`config.mk`:
```
export PLATFORM = sky130hd
export DESIGN_NAME = lru_key_value_cache_core
export DESIGN_NICKNAME = d
export VERILOG_FILES = /design/src/design/lkv_pkg.sv /design/src/design/lkv_store.sv /design/src/design/lru_key_value_cache_core.sv
export SDC_FILE = /design/constraint.sdc
export NUM_CORES = 1
export LEC_CHECK = 0
export BUFFER_PORTS_ARGS = -buffer_cell sky130_fd_sc_hd__buf_2
export CORE_MARGIN = 5
export CORE_UTILIZATION = 60
export CTS_CLUSTER_DIAMETER = 30
export DETAILED_ROUTE_END_ITERATION = 12
export PLACE_DENSITY = 0.77
export SLEW_MARGIN = 10
export SYNTH_ARGS = -nofsm -noshare
export SYNTH_HDL_FRONTEND = slang
export SYNTH_SLANG_ARGS = --single-unit
```
`constraint.sdc`:
```
create_clock -name aclk -period 4.73 [get_ports aclk]
set_input_delay 0.2365 -clock aclk [delete_from_list [all_inputs] [get_ports aclk]]
set_output_delay 0.2365 -clock aclk [all_outputs]
set_load 0.1 [all_outputs]
```
`src/design/lkv_pkg.sv`:
```
// ----------------------------------------------------------------------------
// lkv_pkg: shared definitions of the LRU key-value cache
// Sizes, state codes and the structs that pass between the sequencer and
// the entry store.
// ----------------------------------------------------------------------------
package lkv_pkg;

    localparam int ENTRIES    = 16;
    localparam int KEY_BITS   = 16;
    localparam int VALUE_BITS = 16;
    localparam int CAP_BITS   = 5;

    // Slot index, and a count that can hold ENTRIES itself (ages, capacity).
    localparam int IDX_BITS = $clog2(ENTRIES);
    localparam int CNT_BITS = $clog2(ENTRIES + 1);
    localparam int CMP_BITS = (CNT_BITS > CAP_BITS) ? CNT_BITS : CAP_BITS;

    // Stream payload widths, rounded up to whole bytes.
    localparam int S_DATA_BITS = ((KEY_BITS + VALUE_BITS + 7) / 8) * 8;
    localparam int M_DATA_BITS = ((1 + VALUE_BITS + 7) / 8) * 8;

    localparam logic [CAP_BITS-1:0] CAP_RESET = CAP_BITS'(16);

    localparam logic ACT_GET = 1'b0;
    localparam logic ACT_SET = 1'b1;

    typedef enum logic [1:0] {
        ST_IDLE,
        ST_SCAN,
        ST_UPDATE,
        ST_RESULT
    } lkv_state_t;

    // One slot as seen at the scan read port.
    typedef struct packed {
        logic                  valid;
        logic [KEY_BITS-1:0]   key;
        logic [VALUE_BITS-1:0] value;
        logic [CNT_BITS-1:0]   age;
    } entry_rd_t;

    // Update command issued once per set item, after the scan.
    typedef struct packed {
        logic                  update;
        logic                  is_hit;
        logic [IDX_BITS-1:0]   hit_slot;
        logic [CNT_BITS-1:0]   old_age;
        logic [IDX_BITS-1:0]   free_slot;
        logic [CNT_BITS-1:0]   cap;
        logic [KEY_BITS-1:0]   key;
        logic [VALUE_BITS-1:0] value;
    } store_cmd_t;

endpackage

```
`src/design/lkv_store.sv`:
```
// ----------------------------------------------------------------------------
// lkv_store: entry store of the LRU key-value cache
// Holds keys, values, ages and valid bits. One slot is read per cycle for the
// scan; a set command applies the recency update and eviction to all slots.
// ----------------------------------------------------------------------------
module lkv_store (
    input  logic                         aclk,
    input  logic                         aresetn,
    input  logic [lkv_pkg::IDX_BITS-1:0] rd_idx,
    input  lkv_pkg::store_cmd_t          cmd,
    output lkv_pkg::entry_rd_t           rd
);
    import lkv_pkg::*;

    logic [KEY_BITS-1:0]   key_mem_reg   [ENTRIES];
    logic [VALUE_BITS-1:0] value_mem_reg [ENTRIES];
    logic [CNT_BITS-1:0]   age_reg       [ENTRIES];
    logic [CNT_BITS-1:0]   age_next      [ENTRIES];
    logic [ENTRIES-1:0]    valid_reg;
    logic [ENTRIES-1:0]    valid_next;

    // Scan read port.
    assign rd.valid = valid_reg[rd_idx];
    assign rd.key   = key_mem_reg[rd_idx];
    assign rd.value = value_mem_reg[rd_idx];
    assign rd.age   = age_reg[rd_idx];

    // Per-slot age step and eviction; each slot depends only on its own age.
    always_comb begin
        for (int i = 0; i < ENTRIES; i++) begin
            if (cmd.is_hit) begin
                if (IDX_BITS'(i) == cmd.hit_slot) begin
                    age_next[i] = '0;
                end else if (age_reg[i] < cmd.old_age) begin
                    age_next[i] = age_reg[i] + CNT_BITS'(1);
                end else begin
                    age_next[i] = age_reg[i];
                end
            end else begin
                age_next[i] = age_reg[i] + CNT_BITS'(1);
            end
            valid_next[i] = valid_reg[i] && (age_next[i] < cmd.cap);
        end
        // A new key takes the chosen free slot as the most recent entry.
        if (!cmd.is_hit) begin
            valid_next[cmd.free_slot] = 1'b1;
            age_next[cmd.free_slot]   = '0;
        end
    end

    // Valid bits are control state and clear at reset.
    always_ff @(posedge aclk) begin
        if (!aresetn) begin
            valid_reg <= '0;
        end else if (cmd.update) begin
            valid_reg <= valid_next;
        end
    end

    // Payload and ages; slots that are not valid are never trusted.
    always_ff @(posedge aclk) begin
        if (cmd.update) begin
            for (int i = 0; i < ENTRIES; i++) begin
                age_reg[i] <= age_next[i];
            end
            if (cmd.is_hit) begin
                value_mem_reg[cmd.hit_slot] <= cmd.value;
            end else begin
                key_mem_reg[cmd.free_slot]   <= cmd.key;
                value_mem_reg[cmd.free_slot] <= cmd.value;
            end
        end
    end

endmodule

```
`src/design/lru_key_value_cache_core.sv`:
```
// ----------------------------------------------------------------------------
// lru_key_value_cache_core: fully associative key-value cache with LRU
// replacement
// ----------------------------------------------------------------------------
// Requests arrive on the s_ stream: s_tuser is the action (0 get, 1 set),
// s_tdata carries the key and the value. A get returns one transfer on the
// m_ stream with the hit flag and the stored value (zero on a miss). A set
// returns nothing; it updates an existing key or inserts a new one as the
// most recent entry, evicting the least recent entries beyond the capacity.
// The capacity register is written through cfg_wr_en / cfg_wr_data; the
// user must write it only while the block is idle, which the block itself
// does not enforce. Zero acts as one and values above the slot count saturate.
// Each request is scanned by one shared key comparator that visits one slot
// per cycle; then an update step applies a set, or a result step loads the
// result register for a get, before the next request is accepted.
// A result waits in the output register while the receiver stalls, and the
// next request is accepted meanwhile; a later get holds at its result step
// until the register is free.
// Reset clears all valid bits, empties the output and sets capacity to 16.
// ----------------------------------------------------------------------------
module lru_key_value_cache_core (
    input  logic                            aclk,
    input  logic                            aresetn,
    // Configuration: capacity register.
    input  logic                            cfg_wr_en,
    input  logic [lkv_pkg::CAP_BITS-1:0]    cfg_wr_data,
    // Request stream.
    input  logic                            s_tvalid,
    output logic                            s_tready,
    input  logic [lkv_pkg::S_DATA_BITS-1:0] s_tdata,  // key, value
    input  logic                            s_tuser,  // action
    // Result stream.
    output logic                            m_tvalid,
    input  logic                            m_tready,
    output logic [lkv_pkg::M_DATA_BITS-1:0] m_tdata   // hit, value_out, zero pad
);
    import lkv_pkg::*;

    lkv_state_t state_reg, state_next;

    logic [CAP_BITS-1:0]   cap_reg;
    logic [CNT_BITS-1:0]   cap_eff;
    logic                  action_reg;
    logic [KEY_BITS-1:0]   key_reg;
    logic [VALUE_BITS-1:0] value_reg;
    logic [IDX_BITS-1:0]   idx_reg;

    logic                  found_reg;
    logic [IDX_BITS-1:0]   slot_reg;
    logic [CNT_BITS-1:0]   old_age_reg;
    logic [VALUE_BITS-1:0] hit_val_reg;
    logic                  free_found_reg;
    logic [IDX_BITS-1:0]   free_slot_reg;

    logic                  m_valid_reg;
    logic                  m_hit_reg;
    logic [VALUE_BITS-1:0] m_value_reg;

    logic       accept;
    logic       scan_last;
    logic       load_out;
    logic       match;
    logic       free_here;
    entry_rd_t  rd;
    store_cmd_t cmd;

    // Effective capacity: zero acts as one, large values saturate.
    always_comb begin
        if (cap_reg == '0) begin
            cap_eff = CNT_BITS'(1);
        end else if (CMP_BITS'(cap_reg) > CMP_BITS'(ENTRIES)) begin
            cap_eff = CNT_BITS'(ENTRIES);
        end else begin
            cap_eff = CNT_BITS'(cap_reg);
        end
    end

    always_ff @(posedge aclk) begin
        if (!aresetn) begin
            cap_reg <= CAP_RESET;
        end else if (cfg_wr_en) begin
            cap_reg <= cfg_wr_data;
        end
    end

    // Shared compare unit: one slot per scan cycle.
    assign match     = rd.valid && (rd.key == key_reg);
    assign free_here = !rd.valid || ((rd.age + CNT_BITS'(1)) >= cap_eff);
    assign scan_last = (idx_reg == IDX_BITS'(ENTRIES - 1));
    assign accept    = s_tvalid && s_tready;

    // Next state.
    always_comb begin
        state_next = state_reg;
        unique case (state_reg)
            ST_IDLE: begin
                if (accept) state_next = ST_SCAN;
            end
            ST_SCAN: begin
                if (scan_last) begin
                    state_next = (action_reg == ACT_SET) ? ST_UPDATE : ST_RESULT;
                end
            end
            ST_UPDATE: begin
                state_next = ST_IDLE;
            end
            ST_RESULT: begin
                if (!m_valid_reg || m_tready) state_next = ST_IDLE;
            end
            default: state_next = ST_IDLE;
        endcase
    end

    // Sequencer outputs.
    always_comb begin
        s_tready = (state_reg == ST_IDLE);
        load_out = (state_reg == ST_RESULT) && (!m_valid_reg || m_tready);

        cmd.update    = (state_reg == ST_UPDATE);
        cmd.is_hit    = found_reg;
        cmd.hit_slot  = slot_reg;
        cmd.old_age   = old_age_reg;
        cmd.free_slot = free_slot_reg;
        cmd.cap       = cap_eff;
        cmd.key       = key_reg;
        cmd.value     = value_reg;
    end

    always_ff @(posedge aclk) begin
        if (!aresetn) begin
            state_reg <= ST_IDLE;
        end else begin
            state_reg <= state_next;
        end
    end

    // Request capture and scan bookkeeping.
    always_ff @(posedge aclk) begin
        if (!aresetn) begin
            idx_reg        <= '0;
            found_reg      <= 1'b0;
            free_found_reg <= 1'b0;
        end else if (accept) begin
            idx_reg        <= '0;
            found_reg      <= 1'b0;
            free_found_reg <= 1'b0;
        end else if (state_reg == ST_SCAN) begin
            idx_reg <= idx_reg + IDX_BITS'(1);
            if (match && !found_reg) begin
                found_reg <= 1'b1;
            end
            if (free_here && !free_found_reg) begin
                free_found_reg <= 1'b1;
            end
        end
    end

    always_ff @(posedge aclk) begin
        if (accept) begin
            action_reg <= s_tuser;
            key_reg    <= s_tdata[KEY_BITS-1:0];
            value_reg  <= s_tdata[KEY_BITS +: VALUE_BITS];
        end
        if (state_reg == ST_SCAN) begin
            if (match && !found_reg) begin
                slot_reg    <= idx_reg;
                old_age_reg <= rd.age;
                hit_val_reg <= rd.value;
            end
            if (free_here && !free_found_reg) begin
                free_slot_reg <= idx_reg;
            end
        end
    end

    lkv_store u_store (
        .aclk    (aclk),
        .aresetn (aresetn),
        .rd_idx  (idx_reg),
        .cmd     (cmd),
        .rd      (rd)
    );

    // Output register: holds a result until its transfer completes.
    always_ff @(posedge aclk) begin
        if (!aresetn) begin
            m_valid_reg <= 1'b0;
        end else if (load_out) begin
            m_valid_reg <= 1'b1;
        end else if (m_tready) begin
            m_valid_reg <= 1'b0;
        end
    end

    always_ff @(posedge aclk) begin
        if (load_out) begin
            m_hit_reg   <= found_reg;
            m_value_reg <= found_reg ? hit_val_reg : '0;
        end
    end

    assign m_tvalid = m_valid_reg;
    assign m_tdata  = M_DATA_BITS'({m_value_reg, m_hit_reg});

endmodule

```
==> results.yml, run 1 <==
run_status:
  status: "finished clean"
power:
  total_leakage_power_uw: 0.0135
  p_sw_uw: 3630
  p_total_uw: 17000
  powerDensity_mw_per_mm2: 438
  clockPowerShare_pct: 56.2
  irDropWorstVdd_v: 0.000366
  combPwrFrac_pct: 2.7
  p_int_uw: 13300
  seqPwrFrac_pct: 41.1
  p_sw_share_pct: 21.4
floorplanning:
  io_pins: 69
  die_h_um: 242
  fp.dieArea_mm2: 0.0587
  rows: 85
  die_width_um: 242
  core-area_mm2: 0.0536
  start_util_pct: 60.4
route:
  ant_nets: 0
  first_iter_violations: 2718
  vias: 20300
  routed_via_density: 6.69
  wl_um: 87200
  first_pass_iters: 6
  drc_errors: 0
  wl_per_cell_um: 28.7
clocking:
  clk_pin_slew_worst_paths_ns: 0.05
  cts-root-buf: "clkbuf_16"
  clock_sinks: 705
  cts_buffers: 131
  clkLatencyLatePin_ns: 0.71
  clockBufferDepth: 3
  post-cts-setup-buffers: 0
  cts_resized: 0
  cts_tree: "built"
  htreeDepth: 4
final_layout:
  syn_to_final_growth_pct: 19.6
  drive_gt1_share_pct: 22.7
  finish.utilization_pct: 72.2
  nets: 2434
  fin_area_mm2: 0.0387
  fill_cells: 3132
  antenna-diode-count: 0
  fin_cells: 3042
timing:
  period_needed_ns: 4.10
  slew-limit-headroom_pct: 19.0
  grt_setup_unrepaired: "false"
  fin_skew_ns: 0.0280
  setup_tns_ns: 0
  maxSlewViolCount: 0
  worst-slew-pin-transition_ns: 1.20
  hold_violations: 0
  setup_viol: 0
  fin_crit_sh_pct: 86.6
  max_freq_mhz: 244
global_route:
  overflow: 0
  grtUsageTotal_pct: 29.6
  grt_max_degree: 71
  antenna_found_initial: 1
  grt_pass1_wl_um: 130000
  grt_pass1_vias: 20600
critical_path:
  worst_ep_arrival_time_ns: 4.47
  ff2ff_path_depth: 9
  end_kind: "flip-flop"
  cp_cell_sequence: "buf_12 > mux4_2 > mux2i_1 > xor2_1 > a21oi_1 > nor4_1 > o2111ai_1 > nor3_4 > buf_12"
  critical_path_class: "reg2reg"
  crit_required_ns: 5.10
  cp.buffers_inverters: 2
  reg2reg_to: "old_age_reg[2]"
  start_kind: "flip-flop"
  crit_slowest_cell: "nor4_1"
  cpPeakStageDelay_ns: 0.64
  crit_end: "old_age_reg[2]"
  cp.depth: 9
  r2r_slack_ns: 0.63
  crit_path_frequent_cell: "buf_12"
  critPathTopFamily: "simple AND/OR/NAND/NOR gates"
  worstPathMaxFanout: 49
placement:
  routabilityCongestion: 0.942
  dp_hpwl_um: 46700
  dp_cells: 2759
  placed_area_mm2: 0.0337
  port_buffers: 61
synth:
  ys_seq_elements: 705
  syn_inst: 2018
  synth_edf_count: 671
  yosys_warnings: 0
  synth_ff_type: "edfxtp_1"
  synth_cell_type_count: 63
  synth.avg_cell_area_um2: 16.0
  synth.most_common_cell: "edfxtp_1"
  seq_area_frac_synth_pct: 64.4
  synth_area_mm2: 0.0324
  synth_top_cell_by_area: "edfxtp_1"
  synth_area_leaders: "edfxtp_1 (62%), mux4_2 (11%), ha_1 (5.8%)"
  async_flop_share_pct: 0
  yosysTopAreaCellShare_pct: 62.2
  synth_commonest_cells: "edfxtp_1 (671), mux4_2 (161), nor2_1 (158), ha_1 (151), nand2_1 (98)"
flow_run:
  max_cap_violations: 0
hold_path:
  hold_class: "in2reg"
  worstHoldStart: "s_tvalid"
[power groups by stage]
stage	sequential (µW)	clock (µW)	combinational [µW]
floorplan	7040	0	329
global placement	7080	0	395
detailed placement	7090	0	404
CTS	6980	9600	448
global route	6980	9950	481
finish	6980	9540	453
[what timing repair did]
action,4_1_cts,5_1_grt
hold buffers,44,0
endpoints found under the hold margin,38,0
setup endpoints to repair,0,0
[per-layer routing]
metal | track usage (%) | part of all wire (%) | vias to the layer above
met5 | 0 | 0.013 | -
met4 | 12.4 | 4.3 | 2
met3 | 6.97 | 11 | 302
met2 | 48.3 | 49 | 1395
met1 | 38.8 | 36 | 10200
li1 | - | - | 8492
[worst min-delay path by stage]
stage | end | cells past startpoint
global route | value_reg[10] | 2
CTS | value_reg[10] | 2
floorplan | action_reg | 0
finish | value_reg[10] | 2
detailed placement | key_reg[0] | 1
global placement | value_reg[14] | 1
[stage by stage]
stage	worst slack, ns	hold slack (ns)
2_1_floorplan	0.587	0.335
4_1_cts	0.681	0.0276
6_report	0.634	0.0617
3_3_place_gp	0.870	0.413
5_1_grt	0.532	0.0733
3_5_place_dp	0.927	0.415
[kinds of logic (layout without fill, tap and decap cells)]
kind of cell	Yosys count	in the layout	share of synthesized area [%]
AO/OA/AOI/OAI	231	231	4.68
XOR/XNOR	90	90	2.46
adder cells (fa/ha/maj)	151	151	5.84
buffers and inverters	96	418	1.52
flip-flops	705	705	64.4
multiplexers	224	224	13.4
other	1	7	0.0116
AND/OR/NAND/NOR	520	520	7.72
[placed cells by master, fill, tap and decap left out, drive strengths merged, types with 28 or more instances in the layout]
master       count
nand2           98
dlygate4sd3     44
nor2           158
nand2b          31
ha             151
clkbuf         162
mux2i           53
dfxtp           34
clkinv          41
and2            28
mux4           166
nand3           42
nand4           38
o21ai           42
nor3            65
a21o            55
xor2            66
buf            119
a21oi           68
nor2b           28
edfxtp         671
[final cells by class]
cell class / count / area (µm²) / area share, %
clock inverter: 77 / 1020 / 2.63
inverter: 16 / 61.3 / 0.158
timing repair buffer: 163 / 1220 / 3.15
multi-input combinational: 1223 / 11200 / 28.9
clock buffer: 162 / 3520 / 9.09
sequential: 705 / 20900 / 53.9
tap: 696 / 871 / 2.25
Note: power is estimated with default switching activity, not from simulation.
==> run 2: changes to the inputs <==
--- a/config.mk
+++ b/config.mk
@@ -14,4 +14,5 @@
 export SLEW_MARGIN = 10
 export SYNTH_ARGS = -nofsm -noshare
 export SYNTH_HDL_FRONTEND = slang
+export SYNTH_HIERARCHICAL = 1
 export SYNTH_SLANG_ARGS = --single-unit
==> results.yml, run 2 <==
timing:
  hold_violations: 0
  setup_viol: 0
  setup_tns_ns: 0
  max_freq_mhz: 256
  slew-limit-headroom_pct: 24.4
  fin_skew_ns: 0.0587
  maxSlewViolCount: 0
  grt_setup_unrepaired: "false"
  period_needed_ns: 3.91
  fin_crit_sh_pct: 82.6
  whs_ns: 0.0403
  worst-slew-pin-transition_ns: 1.13
clocking:
  clk_pin_slew_worst_paths_ns: 0.05
  cts-root-buf: "clkbuf_16"
  cts_tree: "built"
  htreeDepth: 3
  clock_sinks: 701
  cts_buffers: 120
  clockBufferDepth: 3
  clkLatencyLatePin_ns: 0.70
  cts_resized: 0
route:
  wl_um: 87700
  first_iter_violations: 2303
  first_pass_iters: 6
  drc_errors: 0
  ant_nets: 0
  routed_via_density: 6.70
  wl_per_cell_um: 28.6
  vias: 20500
flow_run:
  max_cap_violations: 0
synth:
  seq_area_frac_synth_pct: 63.3
  synth_edf_count: 671
  async_flop_share_pct: 0
  synth.avg_cell_area_um2: 15.9
  synth_top_cell_by_area: "edfxtp_1"
  synth_cell_type_count: 60
  synth_area_mm2: 0.0328
  synth_area_leaders: "edfxtp_1 (62%), mux4_2 (13%), ha_1 (5.8%)"
  synth.most_common_cell: "edfxtp_1"
  yosys_warnings: 6
  ys_seq_elements: 701
  syn_inst: 2054
  synth_ff_type: "edfxtp_1"
  yosysTopAreaCellShare_pct: 61.5
  synth_commonest_cells: "edfxtp_1 (671), nor2_1 (207), mux4_2 (190), ha_1 (151), a21oi_1 (75)"
global_route:
  antenna_found_initial: 1
  grt_pass1_wl_um: 132000
  grt_pass1_vias: 21200
  overflow: 0
  grtUsageTotal_pct: 29.6
  grt_max_degree: 68
power:
  total_leakage_power_uw: 0.0134
  p_int_uw: 12700
  clockPowerShare_pct: 54.8
  seqPwrFrac_pct: 42.0
  combPwrFrac_pct: 3.2
  powerDensity_mw_per_mm2: 424
  p_total_uw: 16400
  irDropWorstVdd_v: 0.000574
  p_sw_share_pct: 22.6
  p_sw_uw: 3720
floorplanning:
  core-area_mm2: 0.0539
  die_width_um: 244
  die_h_um: 244
  rows: 85
  fp.dieArea_mm2: 0.0594
  io_pins: 69
  start_util_pct: 60.8
critical_path:
  cpPeakStageDelay_ns: 0.62
  worst_ep_arrival_time_ns: 4.25
  crit_required_ns: 5.07
  critPathTopFamily: "multiplexers"
  end_kind: "flip-flop"
  cp.depth: 8
  crit_path_frequent_cell: "mux4_2"
  cp_cell_sequence: "buf_4 > mux4_2 > mux4_2 > xor2_1 > nor4b_2 > nand4_1 > nor4_4 > buf_12"
  crit_slowest_cell: "mux4_2"
  worstPathMaxFanout: 29
  critical_path_class: "reg2reg"
  ff2ff_path_depth: 8
  start_kind: "flip-flop"
  cp.buffers_inverters: 2
placement:
  placed_area_mm2: 0.0341
  dp_hpwl_um: 49100
  port_buffers: 61
  routabilityCongestion: 0.938
  dp_cells: 2789
final_layout:
  fin_area_mm2: 0.0388
  drive_gt1_share_pct: 24.5
  layout_common_cells: "edfxtp_1 (671), mux4_2 (190), nor2_1 (178)"
  fill_cells: 3109
  mostFrequentLayoutCell: "edfxtp_1"
  nets: 2454
  syn_to_final_growth_pct: 18.4
  fin_cells: 3064
run_status:
  status: "finished clean"
hold_path:
  min_path_cells: 2
  hold_class: "in2reg"
-- run 2: worst paths after layout --
path                   from         endpoint  slack (ns)
max reg2reg      idx_reg[0]  hit_val_reg[10]        0.82
max              idx_reg[0]  hit_val_reg[10]        0.82
min                 aresetn         m_tvalid        0.04
min reg2reg  free_found_reg   free_found_reg        0.48
-- run 2: logic make-up after synthesis --
group | count (synthesis) | share of synthesized area [%]
fa+ha+maj | 151 | 5.77
simple gates | 522 | 8.12
buf+inv | 137 | 2.00
flops | 701 | 63.3
compound gates | 229 | 4.21
other cells | 1 | 0.0114
mux | 227 | 14.3
xor+xnor | 86 | 2.30
-- run 2: what timing repair did --
item / CTS / global route
setup buffers: 0 / 0
hold endpoints to repair: 39 / 0
hold buffers: 45 / 0
-- run 2: cell type report --
class / count / area, µm² / area share (%)
clock buffer: 132 / 3060 / 7.88
antenna: 1 / 2.50 / 0.00645
timing repair buffer: 163 / 1230 / 3.18
tap: 696 / 871 / 2.24
inverter: 52 / 195 / 0.503
sequential: 701 / 20800 / 53.5
multi-input combinational: 1222 / 11500 / 29.6
clock inverter: 97 / 1200 / 3.09
-- run 2: routing by layer --
layer  vias up  GRT usage, %  share of wire (%)
met5         -             0                  0
met4         0          11.3                3.9
met3       239          6.08                9.7
met2      1226          49.6                 50
met1     10400          38.7                 36
li1       8625             -                  -
-- run 2: power groups by stage --
stage	clock (µW)	sequential, µW	combinational, µW
final	9010	6910	525
after global routing	9460	6910	557
after CTS	9070	6900	520
after detailed placement	0	7020	477
after global placement	0	7020	465
after floorplan	0	6980	374
-- run 2: per-stage QoR --
stage | setup WS (ns) | utilization, %
after CTS | 0.802 | 72.0
after floorplan | 0.416 | -
after detailed placement | 0.920 | 63.2
final | 0.821 | 72.0
after global placement | 0.998 | 63.2
after global routing | 0.648 | 72.0
